File: src/prrs_pkg.sv
// Shared types and codes of the priority round robin scheduler.
package prrs_pkg;

  localparam int CmdW   = 2;
  localparam int BurstW = 16;
  localparam int PrioW  = 8;
  localparam int StatW  = 2;
  localparam int IdW    = 5;
  localparam int ClockW = 20;
  localparam int SumW   = 24;
  localparam int AddrW  = 3;

  // command codes
  localparam logic [CmdW-1:0] CMD_CLEAR = 2'd0;
  localparam logic [CmdW-1:0] CMD_LOAD  = 2'd1;
  localparam logic [CmdW-1:0] CMD_RUN   = 2'd2;
  localparam logic [CmdW-1:0] CMD_NOP   = 2'd3;

  // result status codes
  localparam logic [StatW-1:0] ST_OK    = 2'd0;
  localparam logic [StatW-1:0] ST_SLICE = 2'd1;
  localparam logic [StatW-1:0] ST_FULL  = 2'd2;
  localparam logic [StatW-1:0] ST_NONE  = 2'd3;

  // register index of the quantum register
  localparam logic REG_QUANTUM = 1'b0;

  typedef struct packed {
    logic [CmdW-1:0]   cmd;
    logic [BurstW-1:0] burst;
    logic [PrioW-1:0]  prio;
  } cmd_t;

  typedef struct packed {
    logic valid;
    cmd_t item;
  } queue_t;

  typedef struct packed {
    logic [BurstW-1:0] burst;
    logic [PrioW-1:0]  prio;
    logic [BurstW-1:0] rem;
  } entry_t;

  typedef struct packed {
    logic [StatW-1:0]  status;
    logic [IdW-1:0]    job_id;
    logic [BurstW-1:0] slice;
    logic              fin;
    logic [ClockW-1:0] wait_t;
    logic [ClockW-1:0] turn;
    logic [ClockW-1:0] clock;
    logic [SumW-1:0]   total_wait;
    logic [SumW-1:0]   total_turn;
  } result_t;

endpackage

File: src/prrs_front.sv
// Front end: accepts command beats, drops unused commands, queues the rest.
module prrs_front (
  input  logic           clk_i,
  input  logic           rst_ni,
  input  logic           in_valid_i,
  output logic           in_stall_o,
  input  prrs_pkg::cmd_t in_item_i,
  output prrs_pkg::queue_t q_o,
  input  logic           q_pop_i
);
  import prrs_pkg::*;

  cmd_t       slot_q [2];
  logic       wr_ptr_q, wr_ptr_d;
  logic       rd_ptr_q, rd_ptr_d;
  logic [1:0] cnt_q, cnt_d;
  logic       push;
  logic       pop;

  assign in_stall_o = (cnt_q == 2'd2);
  assign push = in_valid_i && !in_stall_o && (in_item_i.cmd != CMD_NOP);
  assign pop  = q_pop_i && (cnt_q != 2'd0);

  assign q_o.valid = (cnt_q != 2'd0);
  assign q_o.item  = slot_q[rd_ptr_q];

  always_comb begin
    wr_ptr_d = push ? !wr_ptr_q : wr_ptr_q;
    rd_ptr_d = pop ? !rd_ptr_q : rd_ptr_q;
    cnt_d    = cnt_q;
    if (push && !pop) begin
      cnt_d = cnt_q + 2'd1;
    end else if (pop && !push) begin
      cnt_d = cnt_q - 2'd1;
    end
  end

  always_ff @(posedge clk_i or negedge rst_ni) begin
    if (!rst_ni) begin
      wr_ptr_q <= 1'b0;
      rd_ptr_q <= 1'b0;
      cnt_q    <= 2'd0;
    end else begin
      wr_ptr_q <= wr_ptr_d;
      rd_ptr_q <= rd_ptr_d;
      cnt_q    <= cnt_d;
    end
  end

  always_ff @(posedge clk_i) begin
    if (push) begin
      slot_q[wr_ptr_q] <= in_item_i;
    end
  end

endmodule

File: src/prrs_back.sv
// Back end: job table, selection scan, slice accounting and result register.
module prrs_back #(
  parameter int MAX_PROCS = 16
) (
  input  logic                          clk_i,
  input  logic                          rst_ni,
  input  logic [prrs_pkg::BurstW-1:0]   quantum_i,
  input  prrs_pkg::queue_t              q_i,
  output logic                          q_pop_o,
  output prrs_pkg::result_t             res_o,
  output logic                          res_valid_o,
  input  logic                          res_stall_i
);
  import prrs_pkg::*;

  localparam int CNT_W = $clog2(MAX_PROCS + 1);
  localparam int IDX_W = (MAX_PROCS > 1) ? $clog2(MAX_PROCS) : 1;
  localparam logic [CNT_W-1:0] CountMax = CNT_W'(MAX_PROCS);

  localparam logic [2:0] S_IDLE   = 3'd0;
  localparam logic [2:0] S_SCAN   = 3'd1;
  localparam logic [2:0] S_PICK   = 3'd2;
  localparam logic [2:0] S_EXEC   = 3'd3;
  localparam logic [2:0] S_CLOCK  = 3'd4;
  localparam logic [2:0] S_SETTLE = 3'd5;
  localparam logic [2:0] S_EMIT   = 3'd6;

  function automatic logic [ClockW-1:0] sat_clock(logic [ClockW-1:0] a, logic [BurstW-1:0] b);
    logic [ClockW:0] s;
    s = {1'b0, a} + (ClockW+1)'(b);
    return s[ClockW] ? {ClockW{1'b1}} : s[ClockW-1:0];
  endfunction

  function automatic logic [SumW-1:0] sat_sum(logic [SumW-1:0] a, logic [ClockW-1:0] b);
    logic [SumW:0] s;
    s = {1'b0, a} + (SumW+1)'(b);
    return s[SumW] ? {SumW{1'b1}} : s[SumW-1:0];
  endfunction

  entry_t mem [MAX_PROCS];
  entry_t rd_q;
  logic   rd_en;
  logic [IDX_W-1:0] rd_addr;
  logic   wr_en;
  logic [IDX_W-1:0] wr_addr;
  entry_t wr_data;

  logic [2:0]        state_q, state_d;
  logic [CNT_W-1:0]  count_q, count_d;
  logic [CNT_W-1:0]  last_q, last_d;
  logic [ClockW-1:0] clock_q, clock_d;
  logic [SumW-1:0]   wsum_q, wsum_d;
  logic [SumW-1:0]   tsum_q, tsum_d;
  logic [CNT_W-1:0]  scan_q, scan_d;
  logic              rvld_q, rvld_d;
  logic [CNT_W-1:0]  ridx_q, ridx_d;
  logic              found_q, found_d;
  logic [PrioW-1:0]  top_q, top_d;
  logic [PrioW-1:0]  lsp_q, lsp_d;
  logic [CNT_W-1:0]  low_idx_q, low_idx_d;
  logic [BurstW-1:0] low_rem_q, low_rem_d;
  logic [BurstW-1:0] low_burst_q, low_burst_d;
  logic              aft_vld_q, aft_vld_d;
  logic [CNT_W-1:0]  aft_idx_q, aft_idx_d;
  logic [BurstW-1:0] aft_rem_q, aft_rem_d;
  logic [BurstW-1:0] aft_burst_q, aft_burst_d;
  logic [CNT_W-1:0]  sel_idx_q, sel_idx_d;
  logic [BurstW-1:0] sel_rem_q, sel_rem_d;
  logic [BurstW-1:0] sel_burst_q, sel_burst_d;
  logic [StatW-1:0]  status_q, status_d;
  logic [CNT_W-1:0]  id_q, id_d;
  logic [BurstW-1:0] slice_q, slice_d;
  logic              fin_q, fin_d;
  logic [ClockW-1:0] wait_q, wait_d;
  logic [ClockW-1:0] turn_q, turn_d;
  result_t           res_q, res_d;
  logic              res_vld_q, res_vld_d;

  logic [BurstW-1:0] q_eff;
  logic [BurstW-1:0] slice_c;
  logic [BurstW-1:0] rem_new;
  logic [SumW-1:0]   wsum_new;
  logic              use_aft;
  logic              at_or_after;

  assign q_eff       = (quantum_i == '0) ? BurstW'(1) : quantum_i;
  assign slice_c     = (sel_rem_q > q_eff) ? q_eff : sel_rem_q;
  assign rem_new     = sel_rem_q - slice_c;
  assign wsum_new    = fin_q ? sat_sum(wsum_q, wait_q) : wsum_q;
  assign use_aft     = (last_q != '0) && (lsp_q == top_q) && aft_vld_q;
  assign at_or_after = (ridx_q >= last_q);

  always_ff @(posedge clk_i) begin
    if (wr_en) begin
      mem[wr_addr] <= wr_data;
    end
    if (rd_en) begin
      rd_q <= mem[rd_addr];
    end
  end

  always_comb begin
    state_d     = state_q;
    count_d     = count_q;
    last_d      = last_q;
    clock_d     = clock_q;
    wsum_d      = wsum_q;
    tsum_d      = tsum_q;
    scan_d      = scan_q;
    rvld_d      = rvld_q;
    ridx_d      = ridx_q;
    found_d     = found_q;
    top_d       = top_q;
    lsp_d       = lsp_q;
    low_idx_d   = low_idx_q;
    low_rem_d   = low_rem_q;
    low_burst_d = low_burst_q;
    aft_vld_d   = aft_vld_q;
    aft_idx_d   = aft_idx_q;
    aft_rem_d   = aft_rem_q;
    aft_burst_d = aft_burst_q;
    sel_idx_d   = sel_idx_q;
    sel_rem_d   = sel_rem_q;
    sel_burst_d = sel_burst_q;
    status_d    = status_q;
    id_d        = id_q;
    slice_d     = slice_q;
    fin_d       = fin_q;
    wait_d      = wait_q;
    turn_d      = turn_q;
    res_d       = res_q;
    res_vld_d   = res_vld_q && res_stall_i;
    q_pop_o     = 1'b0;
    rd_en       = 1'b0;
    rd_addr     = scan_q[IDX_W-1:0];
    wr_en       = 1'b0;
    wr_addr     = count_q[IDX_W-1:0];
    wr_data     = '{burst: q_i.item.burst, prio: q_i.item.prio, rem: q_i.item.burst};

    unique case (state_q)
      S_IDLE: begin
        if (q_i.valid) begin
          q_pop_o  = 1'b1;
          status_d = ST_OK;
          id_d     = '0;
          slice_d  = '0;
          fin_d    = 1'b0;
          wait_d   = '0;
          turn_d   = '0;
          state_d  = S_EMIT;
          unique case (q_i.item.cmd)
            CMD_CLEAR: begin
              count_d = '0;
              last_d  = '0;
              clock_d = '0;
              wsum_d  = '0;
              tsum_d  = '0;
            end
            CMD_LOAD: begin
              if (count_q < CountMax) begin
                wr_en   = 1'b1;
                count_d = count_q + CNT_W'(1);
                id_d    = count_q + CNT_W'(1);
              end else begin
                status_d = ST_FULL;
              end
            end
            CMD_RUN: begin
              scan_d    = '0;
              rvld_d    = 1'b0;
              found_d   = 1'b0;
              aft_vld_d = 1'b0;
              state_d   = S_SCAN;
            end
            default: begin
              state_d = S_IDLE;
            end
          endcase
        end
      end
      S_SCAN: begin
        // issue one table read per cycle, evaluate the entry read last cycle
        if (scan_q < count_q) begin
          rd_en  = 1'b1;
          scan_d = scan_q + CNT_W'(1);
          rvld_d = 1'b1;
          ridx_d = scan_q;
        end else begin
          rvld_d = 1'b0;
          if (!rvld_q) begin
            state_d = S_PICK;
          end
        end
        if (rvld_q) begin
          if ((ridx_q + CNT_W'(1)) == last_q) begin
            lsp_d = rd_q.prio;
          end
          if (rd_q.rem != '0) begin
            if (!found_q || (rd_q.prio > top_q)) begin
              found_d     = 1'b1;
              top_d       = rd_q.prio;
              low_idx_d   = ridx_q;
              low_rem_d   = rd_q.rem;
              low_burst_d = rd_q.burst;
              aft_vld_d   = at_or_after;
              aft_idx_d   = ridx_q;
              aft_rem_d   = rd_q.rem;
              aft_burst_d = rd_q.burst;
            end else if ((rd_q.prio == top_q) && !aft_vld_q && at_or_after) begin
              aft_vld_d   = 1'b1;
              aft_idx_d   = ridx_q;
              aft_rem_d   = rd_q.rem;
              aft_burst_d = rd_q.burst;
            end
          end
        end
      end
      S_PICK: begin
        if (!found_q) begin
          status_d = ST_NONE;
          state_d  = S_EMIT;
        end else begin
          sel_idx_d   = use_aft ? aft_idx_q : low_idx_q;
          sel_rem_d   = use_aft ? aft_rem_q : low_rem_q;
          sel_burst_d = use_aft ? aft_burst_q : low_burst_q;
          state_d     = S_EXEC;
        end
      end
      S_EXEC: begin
        wr_en    = 1'b1;
        wr_addr  = sel_idx_q[IDX_W-1:0];
        wr_data  = '{burst: sel_burst_q, prio: top_q, rem: rem_new};
        last_d   = sel_idx_q + CNT_W'(1);
        id_d     = sel_idx_q + CNT_W'(1);
        status_d = ST_SLICE;
        slice_d  = slice_c;
        fin_d    = (rem_new == '0);
        state_d  = S_CLOCK;
      end
      S_CLOCK: begin
        clock_d = sat_clock(clock_q, slice_q);
        state_d = S_SETTLE;
      end
      S_SETTLE: begin
        if (fin_q) begin
          turn_d = clock_q;
          wait_d = (clock_q >= ClockW'(sel_burst_q)) ? clock_q - ClockW'(sel_burst_q) : '0;
          tsum_d = sat_sum(tsum_q, clock_q);
        end
        state_d = S_EMIT;
      end
      S_EMIT: begin
        if (!res_vld_q || !res_stall_i) begin
          wsum_d    = wsum_new;
          res_d     = '{status: status_q, job_id: IdW'(id_q), slice: slice_q, fin: fin_q,
                        wait_t: wait_q, turn: turn_q, clock: clock_q,
                        total_wait: wsum_new, total_turn: tsum_q};
          res_vld_d = 1'b1;
          state_d   = S_IDLE;
        end
      end
      default: begin
        state_d = S_IDLE;
      end
    endcase
  end

  always_ff @(posedge clk_i or negedge rst_ni) begin
    if (!rst_ni) begin
      state_q   <= S_IDLE;
      count_q   <= '0;
      last_q    <= '0;
      clock_q   <= '0;
      wsum_q    <= '0;
      tsum_q    <= '0;
      scan_q    <= '0;
      rvld_q    <= 1'b0;
      found_q   <= 1'b0;
      aft_vld_q <= 1'b0;
      res_vld_q <= 1'b0;
    end else begin
      state_q   <= state_d;
      count_q   <= count_d;
      last_q    <= last_d;
      clock_q   <= clock_d;
      wsum_q    <= wsum_d;
      tsum_q    <= tsum_d;
      scan_q    <= scan_d;
      rvld_q    <= rvld_d;
      found_q   <= found_d;
      aft_vld_q <= aft_vld_d;
      res_vld_q <= res_vld_d;
    end
  end

  always_ff @(posedge clk_i) begin
    ridx_q      <= ridx_d;
    top_q       <= top_d;
    lsp_q       <= lsp_d;
    low_idx_q   <= low_idx_d;
    low_rem_q   <= low_rem_d;
    low_burst_q <= low_burst_d;
    aft_idx_q   <= aft_idx_d;
    aft_rem_q   <= aft_rem_d;
    aft_burst_q <= aft_burst_d;
    sel_idx_q   <= sel_idx_d;
    sel_rem_q   <= sel_rem_d;
    sel_burst_q <= sel_burst_d;
    status_q    <= status_d;
    id_q        <= id_d;
    slice_q     <= slice_d;
    fin_q       <= fin_d;
    wait_q      <= wait_d;
    turn_q      <= turn_d;
    res_q       <= res_d;
  end

  assign res_o       = res_q;
  assign res_valid_o = res_vld_q;

endmodule

File: src/priority_round_robin_scheduler_core.sv
// Top level of the priority round robin scheduler: config register, front and back ends.
//
//  channel   direction  handshake                    payload
//  in        input      in_valid_i / in_stall_o      cmd_i, burst_length_i, job_priority_i
//  out       output     out_valid_o / out_stall_i    status_o ... total_turnaround_o
//  config    input      psel, penable, pwrite/pready paddr, pwdata, prdata (slice quantum)
//
// A clear or load command passes through the front queue to the back end, which then
// loads the result register.
// A run command reaches the back end, reads the job table one entry per cycle through
// a single registered memory port, picks the job, then takes four steps on the slice,
// clock and totals, or goes from the pick straight to the result if nothing is left.
// Up to two commands queue in the front while the back works.
// Reset is asynchronous and active low; the job table needs no clearing pass.
// A stalled result holds in the output register; the front keeps taking beats until
// its queue fills. Unused command code 3 is accepted and dropped without a result.
module priority_round_robin_scheduler_core #(
  parameter int MAX_PROCS = 16
) (
  input  logic                          clk_i,
  input  logic                          rst_ni,
  // command channel
  input  logic                          in_valid_i,
  output logic                          in_stall_o,
  input  logic [prrs_pkg::CmdW-1:0]     cmd_i,
  input  logic [prrs_pkg::BurstW-1:0]   burst_length_i,
  input  logic [prrs_pkg::PrioW-1:0]    job_priority_i,
  // result channel
  output logic                          out_valid_o,
  input  logic                          out_stall_i,
  output logic [prrs_pkg::StatW-1:0]    status_o,
  output logic [prrs_pkg::IdW-1:0]      job_id_o,
  output logic [prrs_pkg::BurstW-1:0]   slice_length_o,
  output logic                          job_finished_o,
  output logic [prrs_pkg::ClockW-1:0]   wait_time_o,
  output logic [prrs_pkg::ClockW-1:0]   turnaround_o,
  output logic [prrs_pkg::ClockW-1:0]   clock_now_o,
  output logic [prrs_pkg::SumW-1:0]     total_wait_o,
  output logic [prrs_pkg::SumW-1:0]     total_turnaround_o,
  // configuration port
  input  logic                          psel,
  input  logic                          penable,
  input  logic                          pwrite,
  input  logic [prrs_pkg::AddrW-1:0]    paddr,
  input  logic [31:0]                   pwdata,
  output logic [31:0]                   prdata,
  output logic                          pready
);
  import prrs_pkg::*;

  logic [BurstW-1:0] quantum_q, quantum_d;
  logic              cfg_wr;
  cmd_t              in_item;
  queue_t            queue;
  logic              q_pop;
  result_t           res;

  // Quantum register: written on the access phase of an APB write to its slot.
  assign pready = 1'b1;
  assign cfg_wr = psel && penable && pwrite && pready && (paddr[2] == REG_QUANTUM);
  assign quantum_d = cfg_wr ? pwdata[BurstW-1:0] : quantum_q;
  assign prdata = (paddr[2] == REG_QUANTUM) ? {{(32-BurstW){1'b0}}, quantum_q} : 32'd0;

  always_ff @(posedge clk_i or negedge rst_ni) begin
    if (!rst_ni) begin
      quantum_q <= BurstW'(4);
    end else begin
      quantum_q <= quantum_d;
    end
  end

  // Pack the command beat for the front end queue.
  assign in_item = '{cmd: cmd_i, burst: burst_length_i, prio: job_priority_i};

  prrs_front u_front (
    .clk_i      (clk_i),
    .rst_ni     (rst_ni),
    .in_valid_i (in_valid_i),
    .in_stall_o (in_stall_o),
    .in_item_i  (in_item),
    .q_o        (queue),
    .q_pop_i    (q_pop)
  );

  // Back end: clear or load the table, or scan it, run one slice and update the clock and totals.
  prrs_back #(
    .MAX_PROCS (MAX_PROCS)
  ) u_back (
    .clk_i       (clk_i),
    .rst_ni      (rst_ni),
    .quantum_i   (quantum_q),
    .q_i         (queue),
    .q_pop_o     (q_pop),
    .res_o       (res),
    .res_valid_o (out_valid_o),
    .res_stall_i (out_stall_i)
  );

  // Unpack the registered result beat.
  assign status_o           = res.status;
  assign job_id_o           = res.job_id;
  assign slice_length_o     = res.slice;
  assign job_finished_o     = res.fin;
  assign wait_time_o        = res.wait_t;
  assign turnaround_o       = res.turn;
  assign clock_now_o        = res.clock;
  assign total_wait_o       = res.total_wait;
  assign total_turnaround_o = res.total_turn;

`ifndef NO_ASSERTIONS
  // the back end pops only a queued command
  a_pop_needs_item: assert property (@(posedge clk_i) disable iff (!rst_ni)
    q_pop |-> queue.valid) else $error("pop from empty command queue");

  // a slice names a job (checked when MAX_PROCS < 32) and runs for at least one time unit
  a_slice_named: assert property (@(posedge clk_i) disable iff (!rst_ni)
    (out_valid_o && (status_o == ST_SLICE) && (MAX_PROCS < 32))
      |-> ((job_id_o != '0) && (slice_length_o != '0)))
    else $error("slice result without job or length");

  // only a slice can carry a length or a completion
  a_no_slice_fields: assert property (@(posedge clk_i) disable iff (!rst_ni)
    (out_valid_o && (status_o != ST_SLICE))
      |-> ((slice_length_o == '0) && !job_finished_o && (turnaround_o == '0)))
    else $error("non-slice result carries slice fields");

  // a finished job reports the current clock as its turnaround and a wait no longer than it
  a_finish_turn: assert property (@(posedge clk_i) disable iff (!rst_ni)
    (out_valid_o && job_finished_o)
      |-> ((turnaround_o == clock_now_o) && (wait_time_o <= turnaround_o)))
    else $error("finished job timing inconsistent");
`endif

endmodule
File: config.mk
export PLATFORM = sky130hd
export DESIGN_NAME = priority_round_robin_scheduler_core
export DESIGN_NICKNAME = d
export VERILOG_FILES = /design/src/prrs_pkg.sv /design/src/prrs_front.sv /design/src/prrs_back.sv /design/src/priority_round_robin_scheduler_core.sv
export SDC_FILE = /design/constraint.sdc
export NUM_CORES = 1
export LEC_CHECK = 0
export BUFFER_PORTS_ARGS = -buffer_cell sky130_fd_sc_hd__buf_2
export CAP_MARGIN = 10
export CELL_PAD_IN_SITES_DETAIL_PLACEMENT = 0
export CELL_PAD_IN_SITES_GLOBAL_PLACEMENT = 1
export CORE_MARGIN = 4
export CORE_UTILIZATION = 30
export CTS_CLUSTER_SIZE = 24
export DETAILED_ROUTE_END_ITERATION = 8
export PLACE_DENSITY = 0.56
export SYNTH_ARGS = -nofsm -noshare
export SYNTH_HDL_FRONTEND = slang
export SYNTH_SLANG_ARGS = --single-unit
File: constraint.sdc
create_clock -name clk_i -period 6.7 [get_ports clk_i]
set_clock_uncertainty 0.05 [all_clocks]
set_input_delay 0.67 -clock clk_i [delete_from_list [all_inputs] [get_ports clk_i]]
set_output_delay 0.67 -clock clk_i [all_outputs]
set_load 0.05 [all_outputs]
==> metrics <==
DRC viols=0; initial antenna violation count=7; Synth top cells by count=edfxtp_1 (1060), mux4_2 (200), nor2_1 (178); Worst setup EP type=register; die extent in y=413.2 µm; IO Pins=between 200 and 250; CP max FO=16; Max Root-Sink Buffers=3; GRT Total Usage=roughly 16%; FFs w/ async S/R, synth=9.402%; Hold Crit Depth=1; P_leak=~0.020 µW; DR vias/cell=4.875; synth top area cells=edfxtp_1 (65%), mux4_2 (9.1%), dfrtp_1 (5.5%); unrepaired setup endpoints after global routing=no; Critical Path AT=between 6 and 7 ns; fmax=0.1663 GHz; sw frac=a little over a third; # Max-Cap Violations=0; Flop pwr share=43.7%; CTS tree=yes; largest net degree at the start of global routing=between 100 and 150; Core Box Area=0.1630 mm²; mapped cell area=~0.05 mm²; chip width=about 410 µm; Main synth FF type=edfxtp_1; Comb power frac=between 30% and 40%; Clk pwr share=26.3%; Avg Cell Area, Syn=16.57 µm²; hpwl dp=88.56 mm; Post-CTS Setup Bufs=0; Period minus WS final=6.014 ns; hold_ws=0.06519 ns; CP max-delay cell=o311ai_0; clk slew on worst S/H paths=0.06 ns; Net Sw Power=8527 µW; cells after synthesis=2972; Synth Register Bits=around 1200; Area Overhead vs Synth=16.26%; Worst slew margin=~20%; die footprint=between 0.15 and 0.2 mm²; period utilization=89.76%; slew of the pin with the lowest slew margin=1.169 ns; Synth top area share=between 60% and 70%; final WL=138.1 mm; Worst Hold Class=input port to register; Fillers=between 15000 and 20000; Distinct cells, synth=86; number of enable flip-flop cells after synthesis=1060; vias in the first global route=27150; antenna-violating nets left=0; wire per inst=24.85 µm; clock latency at the later pin of the worst-skew pair=around 0.76 ns; first-pass GRT wire length=197.6 mm; crit-path cells=nor4_1, a41oi_1, inv_1, ha_1, nand2_1, nor2_1, and2_1, a31o_1, o21ai_0, ha_1, fa_1, inv_1, a21o_1, nor3b_1, a221o_1, a2111oi_0, nor2_1, o311ai_0, o21a_1; status=complete, no violations; fin. max-slew vios=0; VDD IR-drop max=around 0.28 mV; FP Rows=148; sequential-to-total area share from yosys stat=70.22%; CTS root buffer=clkbuf_16; Starting DRT DRC Count=between 2000 and 2500; total gr overflow=0; via count=27090; CP max stage delay=0.77 ns; drt pass-1 iters=6; total CTS buffers=121; Nets=3469; cell taking the most area after synthesis=edfxtp_1; depth of the CTS H-tree=3; final setup fails=0; Initial Util=30.23%; startpoint types=register; input/output buffers=199; share of layout cells above drive strength 1=22.45%; gpl congestion=0.8007; Post-Route Setup TNS=0 ns; Pwr Density=424.9 mW/mm²; worst-case reg-to-reg path depth=19; most frequent cell after synthesis=edfxtp_1; Crit path required time=approximately 7.1 ns; Int Pwr=approximately 16000 µW; synth warn=0; crit path kind=register to register; clock sinks=roughly 1200; Final Hold Fails=0
state kept, by name (all words and copies together), names as in the netlist, 24 cells and up:
register,count
u_back.mem,640
u_front.slot_q,52
u_back.res_o,132
u_back.rd_q,40
u_back.wsum_q,24
u_back.tsum_q,24
layout by cell type, fill, tap and decap left out, types with 43 or more instances in the layout:
master,count
edfxtp_1,1060
mux4_2,200
buf_2,198
nand2_1,173
nor2_1,158
a21oi_1,147
clkbuf_16,123
ha_1,119
dfrtp_1,104
inv_1,97
o21ai_0,80
buf_4,75
mux2_2,60
xnor2_1,49
xor2_1,45
nor3_1,43
nand3_1,43
area by class of cell:
cell class	instances	area [µm²]	share of cell area [%]
multi-input cells	1592	14010	24.46
flip-flops and latches	1170	34600	60.42
diodes	10	25.02	0.04370
repair buffers	293	1775	3.101
clock inverters	60	498.0	0.8697
clock buffers	158	3259	5.692
well taps	2175	2721	4.753
inverters	99	376.6	0.6577
cells by family (layout without fill, tap and decap cells):
kind of cell               Yosys count  in the layout  share of synthesized area, %
adders and majority gates          126            126                         3.267
DFF                               1170           1170                         70.22
and+or+nand+nor                    608            608                         5.835
xor gates and xnor gates            94             94                         1.671
AOI/OAI and AO/OA                  446            446                         5.799
buffers and inverters              225            610                         1.847
muxes                              301            301                         11.35
other                                2             27                       0.01525
layer usage:
layer / track usage (%) / vias up / wire [µm]
li1: - / 12230 / -
met1: 21.54 / 13970 / 59900
met2: 25.96 / 728 / 65730
met3: 3.899 / 153 / 9371
met4: 3.784 / 4 / 2924
met5: 1.092 / - / 181
power by group through the flow:
stage | clock, µW | combinational (µW) | sequential, µW
finish | 6410 | 7290 | 10600
global route | 6910 | 8030 | 10700
CTS | 6590 | 7370 | 10700
detailed placement | 0 | 7330 | 10800
global placement | 0 | 7320 | 10800
floorplan | 0 | 4500 | 11000
what timing repair did:
item / 4_1_cts / 5_1_grt
endpoints found under the hold margin: 92 / 0
hold buffers: 17 / 0
gates resized for setup: 0 / 0
stage by stage:
| stage | setup slack, ns | std cells | cell area (µm²) | util (%) | power (µW) |
|---|---|---|---|---|---|
| final | 0.6864 | 5557 | 57260 | 35.14 | 24330 |
| after global routing | 0.2342 | 5556 | 57260 | 35.14 | 25670 |
| after CTS | 0.6949 | 5544 | 57210 | 35.11 | 24620 |
| after detailed placement | 0.6833 | 5309 | 53290 | 32.70 | 18140 |
| after global placement | 0.7469 | 5309 | 53290 | 32.70 | 18120 |
| after floorplan | 1.167 | 2987 | 49310 | - | 15520 |
worst max-delay path, delay by kind of cell (launching register included):
family	cells	cell delay (ns)
flip-flops	1	0.43
buffers and inverters	2	0.17
adder cells (fa/ha/maj)	3	0.70
AO/OA/AOI/OAI	8	3.27
AND/OR/NAND/NOR	6	1.14
worst paths after layout:
check / start / slack (ns) / endpoint
max: quantum_q[12] / 0.69 / u_back.mem[3][14]
min: burst_length_i[11] / 0.07 / u_front.slot_q[0][19]
max reg2reg: quantum_q[12] / 0.69 / u_back.mem[3][14]
min in group asynchronous: rst_ni / 0.44 / u_back.tsum_q[12]
max in group asynchronous: rst_ni / 4.83 / u_back.wsum_q[3]
min reg2reg: u_back.status_q[0] / 0.37 / u_back.res_o[130]
(Power assumes the default switching activity.)
